File: config.mk
export PLATFORM = sky130hd
export DESIGN_NAME = pcc_sqrt
export DESIGN_NICKNAME = d
export VERILOG_FILES = /design/src/rtl/pcc_pkg.sv /design/src/rtl/pcc_sqrt.sv
export SDC_FILE = /design/constraint.sdc
export NUM_CORES = 1
export LEC_CHECK = 0
export BUFFER_PORTS_ARGS = -buffer_cell sky130_fd_sc_hd__buf_2
export CAP_MARGIN = 20
export CORE_MARGIN = 8
export CORE_UTILIZATION = 43
export CTS_CLUSTER_DIAMETER = 150
export DETAILED_ROUTE_END_ITERATION = 8
export PLACE_DENSITY = 0.64
export SYNTH_ARGS = -nofsm -noshare
export SYNTH_HDL_FRONTEND = slang
export SYNTH_SLANG_ARGS = --single-unit
export TNS_END_PERCENT = 30
File: constraint.sdc
create_clock -name clk -period 17.24 [get_ports clk]
set_clock_uncertainty 0.2 [all_clocks]
set_input_delay 0.862 -clock clk [delete_from_list [all_inputs] [get_ports clk]]
set_output_delay 0.862 -clock clk [all_outputs]
set_load 0.01 [all_outputs]
File: src/rtl/pcc_pkg.sv
// ----------------------------------------------------------------------------
// pcc_pkg
// shared constants for the polyline circle crossings core and its units
// ----------------------------------------------------------------------------
`default_nettype none

package pcc_pkg;

  // shared multiplier: unsigned operands, one 4-bit digit of b per cycle
  localparam int MUL_W     = 68;
  localparam int MUL_DIG   = 4;
  localparam int MUL_STEPS = MUL_W / MUL_DIG;
  localparam int MUL_CNT_W = $clog2(MUL_STEPS + 1);
  localparam int PROD_W    = 2 * MUL_W;

  // shared square root: one result bit per cycle
  localparam int SQ_RAD_W  = 128;
  localparam int SQ_ROOT_W = SQ_RAD_W / 2;
  localparam int SQ_REM_W  = SQ_ROOT_W + 3;
  localparam int SQ_CNT_W  = $clog2(SQ_ROOT_W + 1);

  // arc length
  localparam int ARC_W = 40;

  // configuration register indexes
  localparam int CFG_IDX_W = 3;
  localparam logic [CFG_IDX_W-1:0] CFG_CENTER_X     = 3'd0;
  localparam logic [CFG_IDX_W-1:0] CFG_CENTER_Z     = 3'd1;
  localparam logic [CFG_IDX_W-1:0] CFG_RADIUS       = 3'd2;
  localparam logic [CFG_IDX_W-1:0] CFG_CURVE_ID     = 3'd3;
  localparam logic [CFG_IDX_W-1:0] CFG_ARC_TOL      = 3'd4;
  localparam logic [CFG_IDX_W-1:0] CFG_MERGE_DIST   = 3'd5;
  localparam logic [CFG_IDX_W-1:0] CFG_EDGE_SLACK   = 3'd6;

  // configuration reset values
  localparam logic [30:0] RADIUS_RESET     = 31'd65536;
  localparam logic [15:0] ARC_TOL_RESET    = 16'd7;
  localparam logic [31:0] MERGE_DIST_RESET = 32'd4295;

endpackage

`default_nettype wire

File: src/rtl/pcc_sqrt.sv
// ----------------------------------------------------------------------------
// pcc_sqrt
// iterative floor square root, one root bit per cycle
// ----------------------------------------------------------------------------
`default_nettype none

module pcc_sqrt (
  input  logic                          clk,
  input  logic                          rst,
  input  logic                          start,
  input  logic [pcc_pkg::SQ_RAD_W-1:0]  rad,
  output logic                          done,
  output logic [pcc_pkg::SQ_ROOT_W-1:0] root
);

  logic [pcc_pkg::SQ_RAD_W-1:0] rad_sh;
  logic [pcc_pkg::SQ_REM_W-1:0] rem;
  logic [pcc_pkg::SQ_REM_W-1:0] rem_sh;
  logic [pcc_pkg::SQ_REM_W-1:0] trial;
  logic [pcc_pkg::SQ_CNT_W-1:0] cnt;
  logic                         busy;
  logic                         ge;

  // bring down two radicand bits, try root*4+1
  assign rem_sh = {rem[pcc_pkg::SQ_REM_W-3:0], rad_sh[pcc_pkg::SQ_RAD_W-1 -: 2]};
  assign trial  = pcc_pkg::SQ_REM_W'({root, 2'b01});
  assign ge     = rem_sh >= trial;

  always_ff @(posedge clk) begin
    if (rst) begin
      busy <= 1'b0;
      done <= 1'b0;
      cnt  <= '0;
    end else begin
      done <= 1'b0;
      if (start) begin
        rad_sh <= rad;
        rem    <= '0;
        root   <= '0;
        cnt    <= pcc_pkg::SQ_CNT_W'(pcc_pkg::SQ_ROOT_W);
        busy   <= 1'b1;
      end else if (busy) begin
        rad_sh <= rad_sh << 2;
        rem    <= ge ? rem_sh - trial : rem_sh;
        root   <= {root[pcc_pkg::SQ_ROOT_W-2:0], ge};
        cnt    <= cnt - 1'b1;
        if (cnt == pcc_pkg::SQ_CNT_W'(1)) begin
          busy <= 1'b0;
          done <= 1'b1;
        end
      end
    end
  end

endmodule

`default_nettype wire

==> results.yml <==
outcome:
  status: "completed"
placed_design:
  hpwl_um: 25000
  routabilityCongestion: 0.864
  portBuffers: 195
  placed_cell_area_sq_um: 16300
worst_setup_path:
  worstPathArrival_ns: 4.67
  crit_fanout: 36
  r2r_end: "rem[10]"
  worstPathRequired_ns: 17.34
  r2r_cells: 12
  endpoint_kind: "flop"
  cp-start-kind: "flop"
  reg2reg_slack_ns: 12.67
  r2r-start: "rem[5]"
  criticalPathCategory: "reg -> reg"
logic_synthesis:
  synth_edf_count: 257
  synth_area_leaders: "edfxtp_1 (51%), mux2_2 (9.5%), ha_1 (5.7%)"
  synthFlopType: "edfxtp_1"
  syn_inst: 1363
  async_flop_share_pct: 0
  ys_ff_latch: 266
  synth_area_sq_um: 15000
  synth_area_per_cell_sq_um: 11.0
  yosysUniqueCellTypes: 62
  ys_warn_count: 0
  yosysSeqAreaShare_pct: 52.5
  synth_top_cell_by_area: "edfxtp_1"
  synth_top_cell_area_share_pct: 51.3
  synth_fp_nets: 1562
power_and_ir_drop:
  p_int_uw: 1330
  combPwrFrac_pct: 22.2
  p_leak_uw: 0.00702
  power_switching_uw: 524
  netSwitchingFraction_pct: 28.3
  p_per_area_nw_per_um2: 107
  ir_drop_mv: 0.0990
  p_seq_share_pct: 43.1
  power_frac_clock_pct: 34.8
layout:
  drive_above_1_share_pct: 25.8
  syn2layout_area_growth_pct: 15.5
  final_core_util_pct: 50.4
  design_area_sq_um: 17400
  nets: 1732
grt:
  grt_max_degree: 99
  grt_pass1_wl_um: 55900
  grt.total_usage_pct: 16.4
  grt_pass1_vias: 10740
  antenna_found_initial: 12
  grt.overflow.total: 0
routing:
  drcViolationCount: 0
  routed_wl_um: 34900
  wl_met1_um: 15500
  met3WireLength_um: 3070
  wl_met2_um: 15500
  post_drt_wl_per_cell_um: 17.3
  vias: 10732
  ant_nets: 0
  viasPerCell: 5.32
  highest_layer: "met5"
  dr.first_iter.drc_count: 696
  firstDrtPassIters: 5
clock_tree:
  cts_buffer_depth: 3
  insertion_delay_ns: 0.58
  cts_setup_buffers: 0
  cts_root_buf: "clkbuf_16"
  cts_hold_buffers: 0
  cts_made_buffers: 30
  clock_sinks: 266
  cts_tree: "done"
  htreeDepth: 1
  path_clk_slew_ns: 0.06
  cts-resized-gates: 0
min_path:
  hold_class: "reg -> reg"
  hold_path_depth: 2
  hp-start: "cnt[1]"
  worstHoldEndpoint: "cnt[1]"
floorplanning:
  dieHeight_um: 203
  dieArea_sq_um: 41200
  num_io_pins: 196
  num_rows: 68
  start_util_pct: 43.6
  die_w_um: 203
  core-area_sq_um: 34500
sta:
  finalHoldViolCount: 0
  fin_crit_ns: 4.57
  setup-violations-final: 0
  finalSetupTns_ns: 0
  relSlewSlack_pct: 27.4
  fmax_mhz: 219
  slew_viol_final: 0
  min_period_over_period_pct: 26.5
  worst_slew_pin_slew_ns: 1.09
  whs_ns: 0.306
  grt_setup_unrepaired: "false"
run:
  drv_cap: 0
-- metrics by stage --
| step | power [uW] | instances | worst slack (ns) |
|---|---|---|---|
| final | 1850 | 2016 | 12.67 |
| after floorplan | 1140 | 1363 | 2.20 |
| after detailed placement | 1220 | 1955 | 12.65 |
| after global placement | 1210 | 1955 | 12.74 |
| after CTS | 1870 | 2010 | 12.62 |
| after global routing | 1940 | 2014 | 12.38 |
-- placed cells by master, fill, tap and decap left out, types with 10 or more instances in the layout --
master     synthesis  final
mux2_2           127    127
and3_1            10     10
xor2_1            22     22
nand2_1          154    154
nand4_1           17     17
xnor2_1           41     41
and2_1            11     11
nand3_1           16     16
buf_2              8    194
o21ai_0           32     32
clkbuf_16          0     30
ha_1              68     68
nor3_1            17     17
edfxtp_1         257    257
nor2_1           120    120
a21o_1            31     31
a31oi_1           14     14
a21oi_1          136    135
o21bai_1          17     17
inv_1             96     96
-- registers in the layout, indices dropped and copies added (netlist names) --
| name | flops |
|---|---|
| busy | 1 |
| cnt | 7 |
| done | 1 |
| rad_sh | 128 |
| rem | 65 |
| root | 64 |
-- power groups by stage --
| stage | Combinational, uW | Clock, uW | Sequential, uW |
|---|---|---|---|
| 2_1_floorplan | 313 | 0 | 824 |
| 3_3_place_gp | 405 | 0 | 808 |
| 3_5_place_dp | 409 | 0 | 809 |
| 4_1_cts | 412 | 663 | 797 |
| 5_1_grt | 458 | 684 | 802 |
| 6_report | 410 | 643 | 796 |
-- final cells by class --
type / instances / area (sq um)
timing repair buffer: 203 / 1070
antenna: 5 / 12.5
clock inverter: 19 / 225
sequential: 266 / 7900
inverter: 96 / 360
clock buffer: 36 / 773
multi-input combinational: 936 / 6460
fill: 3176 / 17100
tap: 455 / 569
-- cells by family (layout without fill, tap and decap cells) --
family	after synthesis	count (layout)	share of synthesized area [%]
AND/OR/NAND/NOR	376	376	11.0
XOR/XNOR	63	63	3.67
flip-flops	266	266	52.5
other	0	5	0
buffers and inverters	161	354	4.64
multiplexers	128	128	9.58
adder cells (fa/ha/maj)	68	68	5.66
AO/OA/AOI/OAI	301	301	12.9
-- critical path, cell delays in order (launching register included) --
cell,delay (ns)
edfxtp_1,0.39
ha_1,0.43
o21ai_0,0.13
nor3_1,0.36
o2111ai_1,0.24
a21oi_1,0.32
a21o_1,0.23
a31o_2,0.23
a41o_2,0.28
a31o_2,0.67
buf_4,0.50
mux2i_1,0.24
nor2_1,0.05
-- worst max path at each step --
stage	end	slack, ns	cells after the start	from
4_1_cts	rem[10]	12.62	12	rem[5]
6_report	rem[10]	12.67	12	rem[5]
3_3_place_gp	rem[10]	12.74	12	rem[5]
2_1_floorplan	rad_sh[0]	2.20	4	start
3_5_place_dp	rem[10]	12.65	12	rem[5]
5_1_grt	rem[10]	12.38	13	root[5]
-- cell usage after synthesis, types with 22 or more instances --
cell and instances:
nor2_1 120, ha_1 68, edfxtp_1 257, xnor2_1 41, a21oi_1 136, clkbuf_1 45, mux2_2 127, nand2_1 154
xor2_1 22, a21o_1 31, inv_1 96, o21ai_0 32
-- routing by layer --
layer / track usage (%) / vias up
met3: 5.91 / 67
li1: - / 5299
met1: 21.3 / 5060
met2: 25.8 / 292
met5: 0 / -
met4: 3.68 / 14
No activity file was read; power rests on OpenSTA's default activity.
