`config.mk`:
```
export PLATFORM = sky130hd
export DESIGN_NAME = pcc_mul
export DESIGN_NICKNAME = d
export VERILOG_FILES = /design/src/rtl/pcc_pkg.sv /design/src/rtl/pcc_mul.sv
export SDC_FILE = /design/constraint.sdc
export NUM_CORES = 1
export LEC_CHECK = 0
export BUFFER_PORTS_ARGS = -buffer_cell sky130_fd_sc_hd__buf_4
export CORE_UTILIZATION = 60
export CTS_CLUSTER_SIZE = 16
export DETAILED_ROUTE_END_ITERATION = 12
export PLACE_DENSITY_LB_ADDON = 0.25
export SYNTH_ARGS = -nofsm -noshare
export SYNTH_HDL_FRONTEND = slang
export SYNTH_SLANG_ARGS = --single-unit
```
`constraint.sdc`:
```
create_clock -name clk -period 13.55 [get_ports clk]
set_input_delay 0.6775 -clock clk [delete_from_list [all_inputs] [get_ports clk]]
set_output_delay 0.6775 -clock clk [all_outputs]
set_load 0.05 [all_outputs]
```
`src/rtl/pcc_pkg.sv`:
```
// ----------------------------------------------------------------------------
// pcc_pkg
// shared constants for the polyline circle crossings core and its units
// ----------------------------------------------------------------------------
`default_nettype none

package pcc_pkg;

  // shared multiplier: unsigned operands, one 4-bit digit of b per cycle
  localparam int MUL_W     = 68;
  localparam int MUL_DIG   = 4;
  localparam int MUL_STEPS = MUL_W / MUL_DIG;
  localparam int MUL_CNT_W = $clog2(MUL_STEPS + 1);
  localparam int PROD_W    = 2 * MUL_W;

  // shared square root: one result bit per cycle
  localparam int SQ_RAD_W  = 128;
  localparam int SQ_ROOT_W = SQ_RAD_W / 2;
  localparam int SQ_REM_W  = SQ_ROOT_W + 3;
  localparam int SQ_CNT_W  = $clog2(SQ_ROOT_W + 1);

  // arc length
  localparam int ARC_W = 40;

  // configuration register indexes
  localparam int CFG_IDX_W = 3;
  localparam logic [CFG_IDX_W-1:0] CFG_CENTER_X     = 3'd0;
  localparam logic [CFG_IDX_W-1:0] CFG_CENTER_Z     = 3'd1;
  localparam logic [CFG_IDX_W-1:0] CFG_RADIUS       = 3'd2;
  localparam logic [CFG_IDX_W-1:0] CFG_CURVE_ID     = 3'd3;
  localparam logic [CFG_IDX_W-1:0] CFG_ARC_TOL      = 3'd4;
  localparam logic [CFG_IDX_W-1:0] CFG_MERGE_DIST   = 3'd5;
  localparam logic [CFG_IDX_W-1:0] CFG_EDGE_SLACK   = 3'd6;

  // configuration reset values
  localparam logic [30:0] RADIUS_RESET     = 31'd65536;
  localparam logic [15:0] ARC_TOL_RESET    = 16'd7;
  localparam logic [31:0] MERGE_DIST_RESET = 32'd4295;

endpackage

`default_nettype wire

```
`src/rtl/pcc_mul.sv`:
```
// ----------------------------------------------------------------------------
// pcc_mul
// iterative unsigned multiplier, msb-first radix-16 shift and add
// ----------------------------------------------------------------------------
`default_nettype none

module pcc_mul (
  input  logic                      clk,
  input  logic                      rst,
  input  logic                      start,
  input  logic [pcc_pkg::MUL_W-1:0] a,
  input  logic [pcc_pkg::MUL_W-1:0] b,
  output logic                      done,
  output logic [pcc_pkg::PROD_W-1:0] prod
);

  logic [pcc_pkg::MUL_W-1:0]     a_reg;
  logic [pcc_pkg::MUL_W-1:0]     b_reg;
  logic [pcc_pkg::MUL_CNT_W-1:0] cnt;
  logic                          busy;
  logic [pcc_pkg::MUL_W+pcc_pkg::MUL_DIG-1:0] part;

  // one digit of b times a
  assign part = (pcc_pkg::MUL_W + pcc_pkg::MUL_DIG)'(a_reg)
              * (pcc_pkg::MUL_W + pcc_pkg::MUL_DIG)'(
                  b_reg[pcc_pkg::MUL_W-1 -: pcc_pkg::MUL_DIG]);

  always_ff @(posedge clk) begin
    if (rst) begin
      busy <= 1'b0;
      done <= 1'b0;
      cnt  <= '0;
    end else begin
      done <= 1'b0;
      if (start) begin
        a_reg <= a;
        b_reg <= b;
        prod  <= '0;
        cnt   <= pcc_pkg::MUL_CNT_W'(pcc_pkg::MUL_STEPS);
        busy  <= 1'b1;
      end else if (busy) begin
        prod  <= (prod << pcc_pkg::MUL_DIG) + pcc_pkg::PROD_W'(part);
        b_reg <= b_reg << pcc_pkg::MUL_DIG;
        cnt   <= cnt - 1'b1;
        if (cnt == pcc_pkg::MUL_CNT_W'(1)) begin
          busy <= 1'b0;
          done <= 1'b1;
        end
      end
    end
  end

endmodule

`default_nettype wire

```
==> results of run 1 <==
-- synth_stat cells (5+ instances only) --
cell       number
inv_1         315
edfxtp_1      272
and2_1        257
fa_1          199
nor2_1        191
nand2_1       125
a21oi_1       111
clkbuf_1       84
ha_1           82
mux2_2         76
xnor2_1        58
nand4_1        51
nand3_1        50
a21o_1         49
xor2_1         48
o21ai_0        47
and3_1         25
nor2b_1        23
nor3_1         22
o21bai_1       18
or3_1          13
a31oi_1        12
a2111oi_0      11
o31ai_1        11
o21a_1          9
buf_2           8
dfxtp_1         7
nand2b_1        7
nor4_1          7
a21boi_0        6
buf_1           6
a31o_2          5
and4_1          5
o211ai_1        5
-- per-stage QoR --
stage / instance area [um2] / hold slack, ns
after floorplan: 22900 / 0.469
after global placement: 25400 / 0.485
after detailed placement: 25400 / 0.504
after CTS: 26500 / 0.254
after global routing: 26500 / 0.266
final: 26500 / 0.284
-- worst max-delay path, delay by kind of cell (launching register included) --
| kind | cells | cell delay, ns |
|---|---|---|
| AO/OA/AOI/OAI | 5 | 2.08 |
| buffers and inverters | 2 | 0.56 |
| flip-flops | 1 | 0.32 |
| adder cells (fa/ha/maj) | 4 | 1.97 |
| AND/OR/NAND/NOR | 4 | 1.13 |
| multiplexers | 1 | 0.40 |
-- power by group through the flow --
stage          combinational [uW]  clock [uW]  sequential [uW]
2_1_floorplan                2490           0             1670
3_3_place_gp                 3750           0             1330
3_5_place_dp                 3790           0             1330
4_1_cts                      3830         972             1320
5_1_grt                      4260        1000             1340
6_report                     3870         963             1320
-- metal layers --
metal / GRT usage / up-vias / part of all wire
met4: 0.106 / 0 / 0.028
met5: 0 / - / 0
met2: 0.479 / 761 / 0.46
met3: 0.0732 / 102 / 0.091
met1: 0.424 / 8574 / 0.42
li1: - / 8071 / -
-- worst min path at each step --
stage / endpoint / slack (ns) / cells past startpoint
2_1_floorplan: cnt[1] / 0.47 / 2
3_3_place_gp: cnt[1] / 0.49 / 2
3_5_place_dp: cnt[1] / 0.50 / 2
4_1_cts: a_reg[36] / 0.25 / 1
5_1_grt: a_reg[26] / 0.27 / 1
6_report: a_reg[36] / 0.28 / 1
-- cell families (layout without fill, tap and decap cells) --
kind of cell	after synthesis	after routing
AOI/OAI and AO/OA	326	326
xor gates and xnor gates	106	106
adders and majority gates	281	281
buffers and inverters	414	664
DFF	279	279
muxes	78	78
and+or+nand+nor	791	791
-- placed cells by master (no fill, tap or decap), types with 7 or more instances in the layout --
cell type | netlist | routed
inv_1 | 315 | 315
buf_4 | 1 | 287
edfxtp_1 | 272 | 272
and2_1 | 257 | 257
fa_1 | 199 | 199
nor2_1 | 191 | 190
nand2_1 | 125 | 125
a21oi_1 | 111 | 111
ha_1 | 82 | 82
mux2_2 | 76 | 76
xnor2_1 | 58 | 58
nand4_1 | 51 | 51
nand3_1 | 50 | 50
a21o_1 | 49 | 49
xor2_1 | 48 | 48
o21ai_0 | 47 | 47
clkbuf_16 | 0 | 34
and3_1 | 25 | 25
nor3_1 | 22 | 22
nor2b_1 | 23 | 22
o21bai_1 | 18 | 18
or3_1 | 13 | 13
a31oi_1 | 12 | 12
o31ai_1 | 11 | 11
a2111oi_0 | 11 | 11
o21a_1 | 9 | 9
nand2b_1 | 7 | 7
nor4_1 | 7 | 7
dfxtp_1 | 7 | 7
clkbuf_1 | 84 | 7
-- final cells by class --
class | count | area, um2
Timing Repair Buffer | 288 | 2170
Inverter | 315 | 1180
Fill cell | 2888 | 11200
Multi-Input combinational cell | 1582 | 13100
Clock buffer | 42 | 891
Clock inverter | 19 | 251
Sequential cell | 279 | 8310
Tap cell | 511 | 639
==> flow_metrics.tcl, run 1 <==
set metrics [dict create \
    synth_edf_count 272 \
    path_cells "buf_4 > and2_1 > fa_1 > fa_1 > inv_1 > fa_1 > fa_1 > nor2b_1 > o2111ai_1 > and4_1 > or3_1 > a211oi_2 > o21ai_1 > a2111o_1 > a2111oi_0 > mux2_2" \
    tns_ns 0 \
    syn_inst 2275 \
    post_cts_buffers 0 \
    grt_pass1_wl_um 94200 \
    gr-total-overflow 0 \
    final_nets 2920 \
    setup_viol 0 \
    avgSynthCellArea_um2 10.1 \
    area_growth_pct 15.6 \
    synth_mux_area_frac 0.0383 \
    combPwrFrac 0.629 \
    cts_tree "yes" \
    yosys.area.top_type "edfxtp_1" \
    synth_top_family_by_area "adder cells" \
    synth_compound_area_frac 0.0932 \
    post_cts_resized 0 \
    ctsHoldBuffers 0 \
    place_congestion 0.925 \
    reg2reg_depth 16 \
    p_seq_frac 0.215 \
    start_util 0.609 \
    clockPowerShare 0.157 \
    synth_ff_type "edfxtp_1" \
    cp-start-kind "flip-flop" \
    postRouteAntennaNets 0 \
    clk_latency_ns 0.57 \
    cellLeakagePower_uw 0.0115 \
    cpMostUsedCell "fa_1" \
    r2r_setup_slack_ns 6.76 \
    fin_cells 3036 \
    finalCoreUtilization 0.704 \
    layout-drive-gt1-share 0.171 \
    slew_headroom 0.182 \
    cts_max_level 2 \
    drt-wirelength-per-cell_um 19.1 \
    syn_nets 2695 \
    vias 17508 \
    drt_wl_total_um 58100 \
    crit_end "prod[113]" \
    critPathKind "reg -> reg" \
    design.core.area_um2 37700 \
    r2r-start "b_reg[66]" \
    crit_path_top_delay_cell "a2111o_1" \
    yosysTopAreaCellShare 0.356 \
    die_h_um 197 \
    viasPerCell 5.77 \
    numCtsBuffers 34 \
    synth_simple_gate_area_frac 0.179 \
    worstHoldStart "a[36]" \
    required_ns 13.86 \
    cp-startpoint "b_reg[66]" \
    total_power_uw 6150 \
    ys_seq_elements 279 \
    first_pass_iters 5 \
    path_max_fanout 68 \
    peakVddDrop_mv 0.127 \
    dp.cells 2975 \
    portBuffers 275 \
    die_w_um 197 \
    timing.rr.end "prod[113]" \
    worst-slew-pin-transition_ns 1.22 \
    clk_pin_slew_worst_paths_ns 0.07 \
    ioPinCount 276 \
    rows 71 \
    endpoint_kind "flip-flop" \
    fin_ws_ns 6.76 \
    track_usage 0.308 \
    powerDensity_nw_per_um2 232 \
    grt_max_degree 94 \
    drt_iter0_markers 1372 \
    seq_area_frac_synth 0.362 \
    fmax_ghz 0.147 \
    swShare 0.485 \
    pre_cts_slack_ns 7.00 \
    skew_ns 0.0275 \
    die-area_um2 39000 \
    min_period_ns 6.79 \
    antenna_found_initial 0 \
    rsz0062_at_grt "no" \
    grt_pass1_vias 17855 \
    hpwl_um 42600 \
    synth_area_leaders "edfxtp_1 (36%), fa_1 (17%), and2_1 (7.0%)" \
    synthDistinctLibCells 70 \
    max_cap_viol_count 0 \
    diodes 0 \
    timing.final.crit_share 0.501 \
    yosysWarnings 0 \
    drc_errors 0 \
    clk_path_buf_depth 3 \
    crit_path_max_incr_delay_ns 0.67 \
    synth_area_um2 22900 \
    clock_sinks 279 \
    status "finished clean" \
    hold_class "in -> reg" \
    largest_register_ffs 136 \
    hold_violations 0 \
    async_reset_ff_frac 0 \
    p_int_uw 3170 \
    drv_slew 0 \
    synth_fa_ha_area_frac 0.218 \
    switchingPower_uw 2980 \
    synth-xor-area-share 0.0405 \
    cp.arrival_ns 7.10 \
    clockRootBuffer "clkbuf_16" \
]
No activity file was read; power rests on OpenSTA's default activity.
==> inputs of run 2 (changes only) <==
Clock period 13.55 ns to 7 ns, I/O delays scaled along.
==> run 2 against run 1 <==
Compared with the run above: setup slack worse by 6.3 ns; register-to-register slack worse by 6.3 ns; first-iteration DRC count up 2.4%; largest cell class unchanged; highest routed layer unchanged.
==> flow_metrics.tcl, run 2 (synthesis gave the netlist of run 1 again) <==
set metrics [dict create \
    grt-busiest-layer "met2" \
    final_area_um2 27400 \
    clockRootBuffer "clkbuf_16" \
    gr-total-overflow 0 \
    drt_iter0_markers 1405 \
    p_seq_frac 0.211 \
    endpoint_kind "flip-flop" \
    peakVddDrop_mv 0.244 \
    hold_class "in -> reg" \
    final_nets 2994 \
    die-area_um2 39000 \
    design.core.area_um2 37700 \
    total_power_uw 12100 \
    viasPerCell 5.78 \
    cellLeakagePower_uw 0.0119 \
    drt_wl_total_um 60600 \
    slew_headroom 0.225 \
    skew_ns 0.0195 \
    area_growth_pct 19.4 \
    timing.rr.end "prod[113]" \
    final_common_cell "inv_1" \
    drc_errors 0 \
    hpwl_um 44000 \
    switchingPower_uw 5860 \
    cp-start-kind "flip-flop" \
    grt_pass1_vias 18734 \
    layout-drive-gt1-share 0.170 \
    cts_tree "yes" \
    fmax_ghz 0.152 \
    status "finished clean" \
    clk_latency_ns 0.58 \
    worst-slew-pin-transition_ns 1.15 \
    powerDensity_nw_per_um2 443 \
    n_fill_cell 2740 \
    clock_sinks 279 \
    swShare 0.483 \
    worstHoldStart "rst" \
    multi_input_area_um2 13100 \
    first_pass_iters 6 \
    cp.arrival_ns 6.88 \
    rsz0062_at_grt "no" \
    placed_cell_area_um2 25400 \
    portBuffers 275 \
    clk_pin_slew_worst_paths_ns 0.06 \
    r2r-start "b_reg[67]" \
    required_ns 7.31 \
    rows 71 \
    cts_max_level 2 \
    start_util 0.609 \
    antenna_found_initial 0 \
    final_cell_mix "inv_1 (315), buf_4 (288), edfxtp_1 (272)" \
    track_usage 0.321 \
    max_cap_viol_count 0 \
    grt_pass1_wl_um 98200 \
    reg2reg_depth 17 \
    die_h_um 197 \
    grt_max_degree 108 \
    hold_violations 0 \
    grt_use_met3 0.0673 \
    use_met1 0.440 \
    postRouteAntennaNets 0 \
    whs_path_depth 2 \
    path_max_fanout 28 \
    drt-wirelength-per-cell_um 19.5 \
    r2r_setup_slack_ns 0.44 \
    min_period_ns 6.56 \
    clk_path_buf_depth 3 \
    dp.cells 2979 \
    p_int_uw 6270 \
    timing.final.crit_share 0.938 \
    largest_register_ffs 136 \
    place_congestion 0.953 \
    fin_cells 3113 \
    holdPathEnd "cnt[4]" \
    timing.hold.ws_ns 0.0408 \
    setup_viol 0 \
    critPathKind "reg -> reg" \
    diodes 0 \
    vias 18003 \
    clockPowerShare 0.166 \
    drv_slew 0 \
    die_w_um 197 \
    numCtsBuffers 36 \
    met2_usage 0.508 \
    ioPinCount 276 \
    combPwrFrac 0.623 \
    tns_ns 0 \
    seqCellArea_um2 8310 \
]
[run 2: changes by cell type in the layout (fill, tap and decap cells not counted), sizes merged]
cell	delta
buf	+4
bufinv	+1
clkbuf	+1
clkinv	-1
clkinvlp	+2
dlygate4sd3	+68
inv	+2
[run 2: worst max path at each step]
stage | startpoint | end | slack [ns] | cells after the start
floorplan | start | b_reg[0] | 0.31 | 4
global placement | b_reg[67] | prod[117] | 0.77 | 17
detailed placement | b_reg[67] | prod[113] | 0.54 | 17
global route | b_reg[67] | prod[113] | 0.10 | 17
finish | b_reg[67] | prod[113] | 0.44 | 17
CTS | b_reg[67] | prod[113] | 0.53 | 17
[run 2: worst max-delay path, cell delays in order (launching register included)]
cell	delay [ns]
edfxtp_1	0.53
buf_4	0.29
and2_1	0.19
fa_1	0.51
fa_1	0.55
inv_1	0.05
fa_1	0.49
inv_1	0.05
ha_1	0.42
nand4_1	0.19
nor2_1	0.23
nand4_1	0.13
or3_1	0.44
a211oi_2	0.43
o21ai_1	0.16
a2111o_1	0.67
a2111oi_0	0.56
mux2_2	0.39
[run 2: what timing repair did]
action                                 4_1_cts  5_1_grt
setup buffers                                0        0
setup endpoints to repair                    0        0
resized for setup                            0        0
endpoints found under the hold margin       68        0
hold buffers                                68        0
[run 2: area by class of cell]
| class | instances | share of cell area |
|---|---|---|
| Clock buffer | 43 | 0.0350 |
| Clock inverter | 23 | 0.0114 |
| Inverter | 315 | 0.0432 |
| Multi-Input combinational cell | 1582 | 0.477 |
| Sequential cell | 279 | 0.303 |
| Tap cell | 511 | 0.0234 |
| Timing Repair Buffer | 360 | 0.106 |
[run 2: per-layer routing]
| layer | wire (um) | part of all wire |
|---|---|---|
| met5 | 0 | 0 |
| met4 | 1740 | 0.029 |
| met3 | 4970 | 0.082 |
| met2 | 28200 | 0.47 |
| met1 | 25600 | 0.42 |
[run 2: power by group through the flow]
stage               clock network (uW)  logic (uW)  registers [uW]
floorplan                            0        4830            3230
global placement                     0        7290            2590
detailed placement                   0        7340            2590
CTS                               2030        7470            2560
global route                      2090        8320            2590
finish                            2010        7550            2560
[run 2: metrics by stage]
stage               setup slack [ns]   util
floorplan                      0.306      -
global placement               0.766  0.675
detailed placement             0.542  0.675
CTS                            0.534  0.727
global route                   0.103  0.727
finish                         0.436  0.727
